--- src/hdl/fmpd_pkg.sv ---
// ============================================================================
// fmpd_pkg: FM phase discriminator shared definitions
// Widths, the CORDIC arctangent table and the controller state type.
// ============================================================================
package fmpd_pkg;

    localparam int SAMPLE_W         = 16;
    localparam int PH_W             = 24;
    localparam int STEP_W           = 25;
    localparam int SUM_W            = 28;
    localparam int HIST_DEPTH       = 10;
    localparam int CNT_W            = 4;
    localparam int WINDOW_DEF       = 10;
    localparam int CORDIC_STEPS_DEF = 16;
    localparam int ANGLE_LEN        = 24;
    localparam int K_W              = 5;
    localparam int Z_W              = 27;
    localparam int XY_W             = 36;
    localparam int PROD_W           = 33;
    localparam int TURN_W           = Z_W - 8;
    localparam int DIV_W            = SUM_W + 1;
    localparam int DCNT_W           = 5;
    localparam int OUT_TDATA_W      = 80;

    localparam logic signed [STEP_W-1:0] PH_MAX = 25'sd8388607;
    localparam logic signed [STEP_W-1:0] PH_MIN = -25'sd8388608;

    typedef enum logic [2:0] {
        ST_IDLE,
        ST_MUL,
        ST_CSTART,
        ST_CORDIC,
        ST_UNWRAP,
        ST_SUM,
        ST_DIV,
        ST_OUT
    } t_state;

    // atan(2^-k) in turns, 24 fractional bits
    function automatic logic signed [Z_W-1:0] angle(input logic [K_W-1:0] k);
        logic signed [Z_W-1:0] a;
        case (k)
            5'd0:    a = 27'sd2097152;
            5'd1:    a = 27'sd1238021;
            5'd2:    a = 27'sd654136;
            5'd3:    a = 27'sd332050;
            5'd4:    a = 27'sd166669;
            5'd5:    a = 27'sd83416;
            5'd6:    a = 27'sd41718;
            5'd7:    a = 27'sd20860;
            5'd8:    a = 27'sd10430;
            5'd9:    a = 27'sd5215;
            5'd10:   a = 27'sd2608;
            5'd11:   a = 27'sd1304;
            5'd12:   a = 27'sd652;
            5'd13:   a = 27'sd326;
            5'd14:   a = 27'sd163;
            5'd15:   a = 27'sd81;
            5'd16:   a = 27'sd41;
            5'd17:   a = 27'sd20;
            5'd18:   a = 27'sd10;
            5'd19:   a = 27'sd5;
            5'd20:   a = 27'sd3;
            5'd21:   a = 27'sd1;
            5'd22:   a = 27'sd1;
            default: a = 27'sd0;
        endcase
        return a;
    endfunction

endpackage

--- src/hdl/fmpd_cordic.sv ---
// ============================================================================
// fmpd_cordic: iterative vectoring CORDIC
// Angle of (x, y) in turns, one micro-rotation per cycle, rounded to Q.16.
// ============================================================================
module fmpd_cordic #(
    parameter int CORDIC_STEPS = fmpd_pkg::CORDIC_STEPS_DEF
) (
    input  logic                                   i_clk,
    input  logic                                   i_rst_n,
    input  logic                                   i_start,
    input  logic signed [fmpd_pkg::PROD_W-1:0]     i_x,
    input  logic signed [fmpd_pkg::PROD_W-1:0]     i_y,
    output logic                                   o_done,
    output logic signed [fmpd_pkg::TURN_W-1:0]     o_turns
);
    localparam int NSTEPS = (CORDIC_STEPS < fmpd_pkg::ANGLE_LEN) ?
                            CORDIC_STEPS : fmpd_pkg::ANGLE_LEN;

    logic signed [fmpd_pkg::XY_W-1:0] r_x, r_y, x_ext, y_ext, dx, dy;
    logic signed [fmpd_pkg::Z_W-1:0]  r_z, z_rnd;
    logic [fmpd_pkg::K_W-1:0]         r_k;
    logic                             r_busy, r_done;

    assign x_ext = fmpd_pkg::XY_W'(i_x);
    assign y_ext = fmpd_pkg::XY_W'(i_y);
    assign dx    = r_y >>> r_k;
    assign dy    = r_x >>> r_k;

    always_ff @(posedge i_clk) begin
        if (!i_rst_n) begin
            r_busy <= 1'b0;
            r_done <= 1'b0;
        end else begin
            r_done <= 1'b0;
            if (i_start) begin
                r_k <= '0;
                if (i_x == '0 && i_y == '0) begin
                    // zero vector: angle is zero, skip the rotations
                    r_z    <= '0;
                    r_done <= 1'b1;
                end else if (i_x < 0) begin
                    // left half plane: turn by half a turn first
                    r_x    <= -x_ext;
                    r_y    <= -y_ext;
                    r_z    <= (i_y >= 0) ? 27'sd8388608 : -27'sd8388608;
                    r_busy <= 1'b1;
                end else begin
                    r_x    <= x_ext;
                    r_y    <= y_ext;
                    r_z    <= '0;
                    r_busy <= 1'b1;
                end
            end else if (r_busy) begin
                if (r_y > 0) begin
                    r_x <= r_x + dx;
                    r_y <= r_y - dy;
                    r_z <= r_z + fmpd_pkg::angle(r_k);
                end else begin
                    r_x <= r_x - dx;
                    r_y <= r_y + dy;
                    r_z <= r_z - fmpd_pkg::angle(r_k);
                end
                r_k <= r_k + 1'b1;
                if (r_k == fmpd_pkg::K_W'(NSTEPS - 1)) begin
                    r_busy <= 1'b0;
                    r_done <= 1'b1;
                end
            end
        end
    end

    assign z_rnd   = r_z + 27'sd128;
    assign o_turns = z_rnd[fmpd_pkg::Z_W-1:8];
    assign o_done  = r_done;
endmodule

--- src/hdl/fm_phase_discriminator_unit.sv ---
// ============================================================================
// fm_phase_discriminator_unit: FM quadrature discriminator, CORDIC atan2
// Phase step of consecutive IQ samples, unwrapped running phase, window
// mean and last step, all in turns with 16 fractional bits.
// ============================================================================
//
//  channel | dir | tdata (low bit up)                         | tuser
//  --------+-----+--------------------------------------------+--------------
//  s       | in  | sample_i[15:0], sample_q[31:16]            | block_start
//  m       | out | freq_turns[23:0], smoothed_phase[47:24],   | saturated
//          |     | phase_step[72:48], zero pad [79:73]        |
//
//  One sample at a time. A block start sample only seeds the previous
//  sample. Any other sample runs through the shared 16x16 multiplier, the
//  CORDIC start and loop (the loop is skipped for a zero product), the
//  unwrap, the window sum over eff ring entries (one ring entry a cycle),
//  the bit-serial divider and the output state, eff = min(history count, WINDOW, 10).
//  Reset clears the running phase, the history count and pointer and all
//  handshake state. A stalled result sits in the output register; the next
//  sample is accepted meanwhile and waits in the final state only if its
//  result is done before the earlier one has been taken.
//
module fm_phase_discriminator_unit #(
    parameter int WINDOW       = fmpd_pkg::WINDOW_DEF,
    parameter int CORDIC_STEPS = fmpd_pkg::CORDIC_STEPS_DEF
) (
    input  logic                                i_clk,
    input  logic                                i_rst_n,
    input  logic                                i_s_tvalid,
    output logic                                o_s_tready,
    input  logic [31:0]                         i_s_tdata,  // sample_i, sample_q
    input  logic [0:0]                          i_s_tuser,  // block_start
    output logic                                o_m_tvalid,
    input  logic                                i_m_tready,
    output logic [fmpd_pkg::OUT_TDATA_W-1:0]    o_m_tdata,  // freq, smoothed, step
    output logic [0:0]                          o_m_tuser   // saturated
);
    localparam int EFF_MAX = (WINDOW < fmpd_pkg::HIST_DEPTH) ? WINDOW : fmpd_pkg::HIST_DEPTH;

    fmpd_pkg::t_state r_state, n_state;

    // sample registers
    logic signed [fmpd_pkg::SAMPLE_W-1:0] r_ci, r_cq, r_pi, r_pq;
    logic signed [fmpd_pkg::SAMPLE_W-1:0] mul_a, mul_b;
    logic signed [31:0]                   prod;
    logic signed [fmpd_pkg::PROD_W-1:0]   r_re, r_im;
    logic [1:0]                           r_mcnt;

    // CORDIC
    logic                                 cordic_start, cordic_done;
    logic signed [fmpd_pkg::TURN_W-1:0]   cordic_turns;
    logic signed [fmpd_pkg::TURN_W-1:0]   r_d;

    // unwrap and history
    logic signed [fmpd_pkg::PH_W-1:0]     r_rp, r_last;
    logic signed [fmpd_pkg::PH_W-1:0]     r_hist [fmpd_pkg::HIST_DEPTH];
    logic [fmpd_pkg::CNT_W-1:0]           r_cnt, r_ptr, r_idx, r_k, r_eff;
    logic [fmpd_pkg::CNT_W-1:0]           n_cnt, n_eff;
    logic [15:0]                          diff16;
    logic signed [fmpd_pkg::STEP_W-1:0]   nv_raw;
    logic signed [fmpd_pkg::PH_W-1:0]     nv;
    logic                                 nv_sat, r_sat;
    logic signed [fmpd_pkg::STEP_W-1:0]   r_step;

    // window sum and divider
    logic signed [fmpd_pkg::SUM_W-1:0]    r_acc, acc_next, acc_mag;
    logic [fmpd_pkg::DIV_W-1:0]           r_div;
    logic [fmpd_pkg::CNT_W-1:0]           r_rem;
    logic [fmpd_pkg::CNT_W:0]             trial;
    logic                                 trial_ge;
    logic [fmpd_pkg::DCNT_W-1:0]          r_dcnt;
    logic                                 r_neg;
    logic [fmpd_pkg::PH_W-1:0]            mean;

    // output register
    logic                                 r_ovalid;
    logic [fmpd_pkg::OUT_TDATA_W-1:0]     r_odata;
    logic                                 r_osat;
    logic                                 out_load;

    fmpd_cordic #(.CORDIC_STEPS(CORDIC_STEPS)) u_cordic (
        .i_clk   (i_clk),
        .i_rst_n (i_rst_n),
        .i_start (cordic_start),
        .i_x     (r_re),
        .i_y     (r_im),
        .o_done  (cordic_done),
        .o_turns (cordic_turns)
    );

    // shared multiplier: ci*pi, cq*pq, cq*pi, ci*pq
    always_comb begin
        case (r_mcnt)
            2'd0:    begin mul_a = r_ci; mul_b = r_pi; end
            2'd1:    begin mul_a = r_cq; mul_b = r_pq; end
            2'd2:    begin mul_a = r_cq; mul_b = r_pi; end
            default: begin mul_a = r_ci; mul_b = r_pq; end
        endcase
    end
    assign prod = mul_a * mul_b;

    // unwrap: move the step by whole turns to within half a turn, then clamp
    assign diff16 = r_d[15:0] - r_rp[15:0];
    assign nv_raw = fmpd_pkg::STEP_W'(r_rp) + fmpd_pkg::STEP_W'($signed(diff16));
    always_comb begin
        nv_sat = 1'b0;
        nv     = nv_raw[fmpd_pkg::PH_W-1:0];
        if (nv_raw > fmpd_pkg::PH_MAX) begin
            nv     = fmpd_pkg::PH_MAX[fmpd_pkg::PH_W-1:0];
            nv_sat = 1'b1;
        end else if (nv_raw < fmpd_pkg::PH_MIN) begin
            nv     = fmpd_pkg::PH_MIN[fmpd_pkg::PH_W-1:0];
            nv_sat = 1'b1;
        end
    end

    assign n_cnt = (r_cnt < fmpd_pkg::CNT_W'(fmpd_pkg::HIST_DEPTH)) ? r_cnt + 1'b1 : r_cnt;
    assign n_eff = (n_cnt < fmpd_pkg::CNT_W'(EFF_MAX)) ? n_cnt : fmpd_pkg::CNT_W'(EFF_MAX);

    assign acc_next = r_acc + fmpd_pkg::SUM_W'(r_hist[r_idx]);
    assign acc_mag  = (acc_next < 0) ? -acc_next : acc_next;

    // one restoring division step per cycle
    assign trial    = {r_rem, r_div[fmpd_pkg::DIV_W-1]};
    assign trial_ge = (trial >= {1'b0, r_eff});
    assign mean     = r_neg ? -r_div[fmpd_pkg::PH_W-1:0] : r_div[fmpd_pkg::PH_W-1:0];

    assign out_load = (r_state == fmpd_pkg::ST_OUT) && (!r_ovalid || i_m_tready);

    // next state
    always_comb begin
        n_state = r_state;
        unique case (r_state)
            fmpd_pkg::ST_IDLE:   if (i_s_tvalid && !i_s_tuser[0]) n_state = fmpd_pkg::ST_MUL;
            fmpd_pkg::ST_MUL:    if (r_mcnt == 2'd3) n_state = fmpd_pkg::ST_CSTART;
            fmpd_pkg::ST_CSTART: n_state = fmpd_pkg::ST_CORDIC;
            fmpd_pkg::ST_CORDIC: if (cordic_done) n_state = fmpd_pkg::ST_UNWRAP;
            fmpd_pkg::ST_UNWRAP: n_state = fmpd_pkg::ST_SUM;
            fmpd_pkg::ST_SUM:    if (r_k == r_eff - 1'b1) n_state = fmpd_pkg::ST_DIV;
            fmpd_pkg::ST_DIV:
                if (r_dcnt == fmpd_pkg::DCNT_W'(fmpd_pkg::DIV_W - 1)) n_state = fmpd_pkg::ST_OUT;
            fmpd_pkg::ST_OUT:    if (out_load) n_state = fmpd_pkg::ST_IDLE;
            default:             n_state = fmpd_pkg::ST_IDLE;
        endcase
    end

    // outputs of the controller
    always_comb begin
        o_s_tready   = (r_state == fmpd_pkg::ST_IDLE);
        cordic_start = (r_state == fmpd_pkg::ST_CSTART);
    end

    always_ff @(posedge i_clk) begin
        if (!i_rst_n) begin
            r_state  <= fmpd_pkg::ST_IDLE;
            r_rp     <= '0;
            r_cnt    <= '0;
            r_ptr    <= '0;
            r_ovalid <= 1'b0;
        end else begin
            r_state <= n_state;
            // load a new result, or drop the one just taken
            if (out_load) r_ovalid <= 1'b1;
            else if (i_m_tready) r_ovalid <= 1'b0;

            case (r_state)
                fmpd_pkg::ST_IDLE: begin
                    // capture the request; a block start only seeds prev
                    r_mcnt <= '0;
                    r_re   <= '0;
                    r_im   <= '0;
                    if (i_s_tvalid) begin
                        r_ci <= i_s_tdata[15:0];
                        r_cq <= i_s_tdata[31:16];
                        if (i_s_tuser[0]) begin
                            r_pi <= i_s_tdata[15:0];
                            r_pq <= i_s_tdata[31:16];
                        end
                    end
                end
                fmpd_pkg::ST_MUL: begin
                    r_mcnt <= r_mcnt + 1'b1;
                    if (r_mcnt == 2'd3) begin
                        r_im <= r_im - fmpd_pkg::PROD_W'(prod);
                        // current sample becomes prev
                        r_pi <= r_ci;
                        r_pq <= r_cq;
                    end else if (r_mcnt == 2'd2) begin
                        r_im <= r_im + fmpd_pkg::PROD_W'(prod);
                    end else begin
                        r_re <= r_re + fmpd_pkg::PROD_W'(prod);
                    end
                end
                fmpd_pkg::ST_CORDIC: begin
                    if (cordic_done) r_d <= cordic_turns;
                end
                fmpd_pkg::ST_UNWRAP: begin
                    r_rp         <= nv;
                    r_sat        <= nv_sat;
                    r_hist[r_ptr] <= nv;
                    r_ptr        <= (r_ptr == fmpd_pkg::CNT_W'(fmpd_pkg::HIST_DEPTH - 1)) ?
                                    '0 : r_ptr + 1'b1;
                    r_cnt        <= n_cnt;
                    r_eff        <= n_eff;
                    r_step       <= (r_cnt != '0) ?
                                    fmpd_pkg::STEP_W'(nv) - fmpd_pkg::STEP_W'(r_last) : '0;
                    r_last       <= nv;
                    r_idx        <= r_ptr;
                    r_k          <= '0;
                    r_acc        <= '0;
                end
                fmpd_pkg::ST_SUM: begin
                    // walk back through the ring, newest first
                    r_acc <= acc_next;
                    r_k   <= r_k + 1'b1;
                    r_idx <= (r_idx == '0) ? fmpd_pkg::CNT_W'(fmpd_pkg::HIST_DEPTH - 1) :
                             r_idx - 1'b1;
                    r_neg <= (acc_next < 0);
                    r_div <= fmpd_pkg::DIV_W'(acc_mag) + fmpd_pkg::DIV_W'(r_eff >> 1);
                    r_rem <= '0;
                    r_dcnt <= '0;
                end
                fmpd_pkg::ST_DIV: begin
                    r_rem  <= trial_ge ? fmpd_pkg::CNT_W'(trial - {1'b0, r_eff}) :
                              trial[fmpd_pkg::CNT_W-1:0];
                    r_div  <= {r_div[fmpd_pkg::DIV_W-2:0], trial_ge};
                    r_dcnt <= r_dcnt + 1'b1;
                end
                fmpd_pkg::ST_OUT: begin
                    if (out_load) begin
                        r_odata  <= {7'd0, r_step, mean, r_rp};
                        r_osat   <= r_sat;
                    end
                end
                default: begin
                end
            endcase
        end
    end

    assign o_m_tvalid = r_ovalid;
    assign o_m_tdata  = r_odata;
    assign o_m_tuser  = r_osat;

    // history bookkeeping stays in range
    a_cnt_range: assert property (@(posedge i_clk) disable iff (!i_rst_n)
        r_cnt <= fmpd_pkg::CNT_W'(fmpd_pkg::HIST_DEPTH))
        else $error("history count out of range");

    a_ptr_range: assert property (@(posedge i_clk) disable iff (!i_rst_n)
        r_ptr < fmpd_pkg::CNT_W'(fmpd_pkg::HIST_DEPTH))
        else $error("history pointer out of range");

    // a phase sample blocks further requests while it is at work
    a_busy: assert property (@(posedge i_clk) disable iff (!i_rst_n)
        (i_s_tvalid && o_s_tready && !i_s_tuser[0]) |=> !o_s_tready)
        else $error("request accepted while busy");

    // the CORDIC finishes only while the controller waits on it
    a_cordic: assert property (@(posedge i_clk) disable iff (!i_rst_n)
        cordic_done |-> (r_state == fmpd_pkg::ST_CORDIC))
        else $error("unexpected CORDIC completion");

    // the window never exceeds what the history holds
    a_eff: assert property (@(posedge i_clk) disable iff (!i_rst_n)
        (r_state == fmpd_pkg::ST_SUM) |-> (r_eff != '0 && r_eff <= r_cnt))
        else $error("window size inconsistent with history");
endmodule
--- config.mk ---
export PLATFORM = sky130hd
export DESIGN_NAME = fm_phase_discriminator_unit
export DESIGN_NICKNAME = d
export VERILOG_FILES = /design/src/hdl/fmpd_pkg.sv /design/src/hdl/fmpd_cordic.sv /design/src/hdl/fm_phase_discriminator_unit.sv
export SDC_FILE = /design/constraint.sdc
export NUM_CORES = 2
export LEC_CHECK = 0
export CAP_MARGIN = 20
export CORE_MARGIN = 2
export CORE_UTILIZATION = 45
export CTS_CLUSTER_DIAMETER = 120
export CTS_CLUSTER_SIZE = 28
export DETAILED_ROUTE_END_ITERATION = 12
export DONT_BUFFER_PORTS = 1
export SLEW_MARGIN = 25
export SYNTH_ARGS = -nofsm -noshare
export SYNTH_HDL_FRONTEND = slang
export SYNTH_HIERARCHICAL = 1
export SYNTH_SLANG_ARGS = --single-unit
--- constraint.sdc ---
create_clock -name i_clk -period 33.3 [get_ports i_clk]
set_input_delay 9.99 -clock i_clk [delete_from_list [all_inputs] [get_ports i_clk]]
set_output_delay 9.99 -clock i_clk [all_outputs]
set_load 0.005 [all_outputs]
==> results.json <==
{
  "outcome": "finished, final reports clean",
  "clk_pin_slew_ps": 120,
  "use_met1_pct": 31.06,
  "critPathSlowestCell": "nor3_2",
  "hold_class": "flop to flop",
  "cp_cell_sequence": "nor3_2",
  "setup_viol": 0,
  "io_buffers": 0,
  "nets": 6885,
  "ctsHoldBuffers": 0,
  "crit_fanout": 13,
  "pin_count": 120,
  "path_delay_family": "simple AND/OR/NAND/NOR gates",
  "post-route-period-util_pct": 35.49,
  "gp_congestion": 0.9519,
  "period_minus_slack_ps": 11820,
  "antenna_left": 0,
  "criticalPathCategory": "flop to output port",
  "grt_pass1_vias": 46620,
  "synth_cells": 6309,
  "post-cts-setup-buffers": 0,
  "grt_most_used_layer": "met2",
  "fp-row-count": 136,
  "yosys_warnings": 6,
  "drv_cap": 0,
  "worst_pin_slew_ps": 1150,
  "arrival_ps": 1830,
  "final-hold-violation-count": 0,
  "cts-root-buf": "clkbuf_16",
  "use_met2_pct": 41.41,
  "finalWirelength_um": 169100,
  "die_width_um": 376.9,
  "drt_first_pass_iters": 6,
  "core-area_sq_um": 137700,
  "cts_resized": 0,
  "fin_setup_tns_ps": 0,
  "grt_max_degree": 71,
  "netlist_area_sq_um": 62560,
  "antennaDiodeCount": 0,
  "cts_sinks": 756,
  "grt_pass1_wl_um": 266800,
  "vias": 47300,
  "ff2ff_setup_slack_ps": 21870,
  "start_util_pct": 45.45,
  "grt_usage_pct": 23.74,
  "slowest_delay_ps": 650,
  "die_height_um": 376.9,
  "htreeDepth": 2,
  "fmax_mhz": 84.62,
  "cts_tree": "yes",
  "clock_tree.buffer_depth": 3,
  "hpwl_um": 128500,
  "routedWlPerCell_um": 21.04,
  "clock_latency_ps": 680,
  "skew_ps": 40.61,
  "antenna_found_initial": 4,
  "cp.required_ps": 23310,
  "numCtsBuffers": 38,
  "vias_per_cell": 5.885,
  "final_layout_size_suffix_gt1_share_pct": 7.848,
  "maxSlewHeadroom_pct": 21.17,
  "worst-path-buf-inv": 0,
  "maxSlewViolCount": 0,
  "area_growth_pct": 5.546,
  "fillers": 12750,
  "start_kind": "flop",
  "grt_util_met3_pct": 2.516,
  "drt_first_iter_violations": 4014,
  "drc": 0,
  "cp-end-kind": "output port",
  "dieArea_sq_um": 142000,
  "rsz0062_at_grt": "false",
  "overflow": 0,
  "synth.avg_cell_area_sq_um": 9.916
}
-- metal layers --
layer	vias up	wire length [um]	share of wire [%]
met3	258	8476	5.0
met4	0	5190	3.1
met5	-	0	0
li1	22480	-	-
met1	23290	72180	43
met2	1278	83290	49
-- placed cells by master (no fill, tap or decap), types with 27 or more instances in the layout --
cell type  count
or4_1         27
a21oi_1      349
mux4_2       117
dfxtp_1       60
a211oi_1      65
a31oi_1       51
nor3_1       140
o31ai_1       61
xor2_1       175
a21o_1       121
mux2_2        75
o21a_1        56
edfxtp_1     692
nand4_1       34
fa_1         273
nand2b_1      67
or2_2         34
nand3_1      111
nor2_1       606
xnor2_1      310
nor4_1        36
o211ai_1      39
and3_1        47
nor2b_1       94
clkbuf_16     39
or3_1         40
nand2_1      566
buf_4        100
inv_1        503
mux2i_1      124
and2_1        41
ha_1         361
o21bai_1      39
o21ai_0      315
-- cell type report --
type	count	area (sq um)	area share, %
Multi-Input combinational cell	4809	37740	57.16
Sequential cell	756	22070	33.42
Tap cell	1794	2245	3.399
Inverter	509	1911	2.893
Clock buffer	54	1032	1.563
Timing Repair Buffer	100	750.7	1.137
Clock inverter	16	284.0	0.4301
-- path summary, 6_finish.rpt --
check | start | depth (start not counted) | end
max | r_state[2]$_SDFFE_PN0P_ | 1 | o_s_tready
min | r_step[19]$_SDFFCE_PN0P_ | 0 | o_m_tdata[67]$_DFFE_PP_
max reg2reg | r_mcnt[0]$_SDFFCE_PN0P_ | 38 | r_im[32]$_SDFFCE_PN0P_
min reg2reg | r_step[19]$_SDFFCE_PN0P_ | 0 | o_m_tdata[67]$_DFFE_PP_
-- sequential cells by signal (all words and copies together), names as in the netlist, 25 cells and up, named ones only --
| signal | count |
|---|---|
| u_cordic/r_y | 36 |
| o_m_tdata | 73 |
| r_div | 29 |
| r_re | 33 |
| r_im | 33 |
| u_cordic/r_x | 36 |
| r_step | 25 |
| r_hist | 240 |
| r_acc | 28 |
-- stage by stage --
step | setup WS, ps | util [%] | area (sq um) | instances | hold WS [ps]
global placement | 20740 | 46.99 | 64680 | 7968 | 401.8
floorplan | 19340 | - | 62590 | 6315 | 400.3
finish | 21480 | 47.97 | 66030 | 8038 | 427.4
global route | 21040 | 47.97 | 66030 | 8038 | 435.5
detailed placement | 20890 | 47.00 | 64690 | 7968 | 405.6
CTS | 21140 | 47.95 | 66010 | 8038 | 430.9
Power is left out: the tool's default activity adds up to more than one toggle a clock period on the data nets, which glitch-free logic cannot reach.
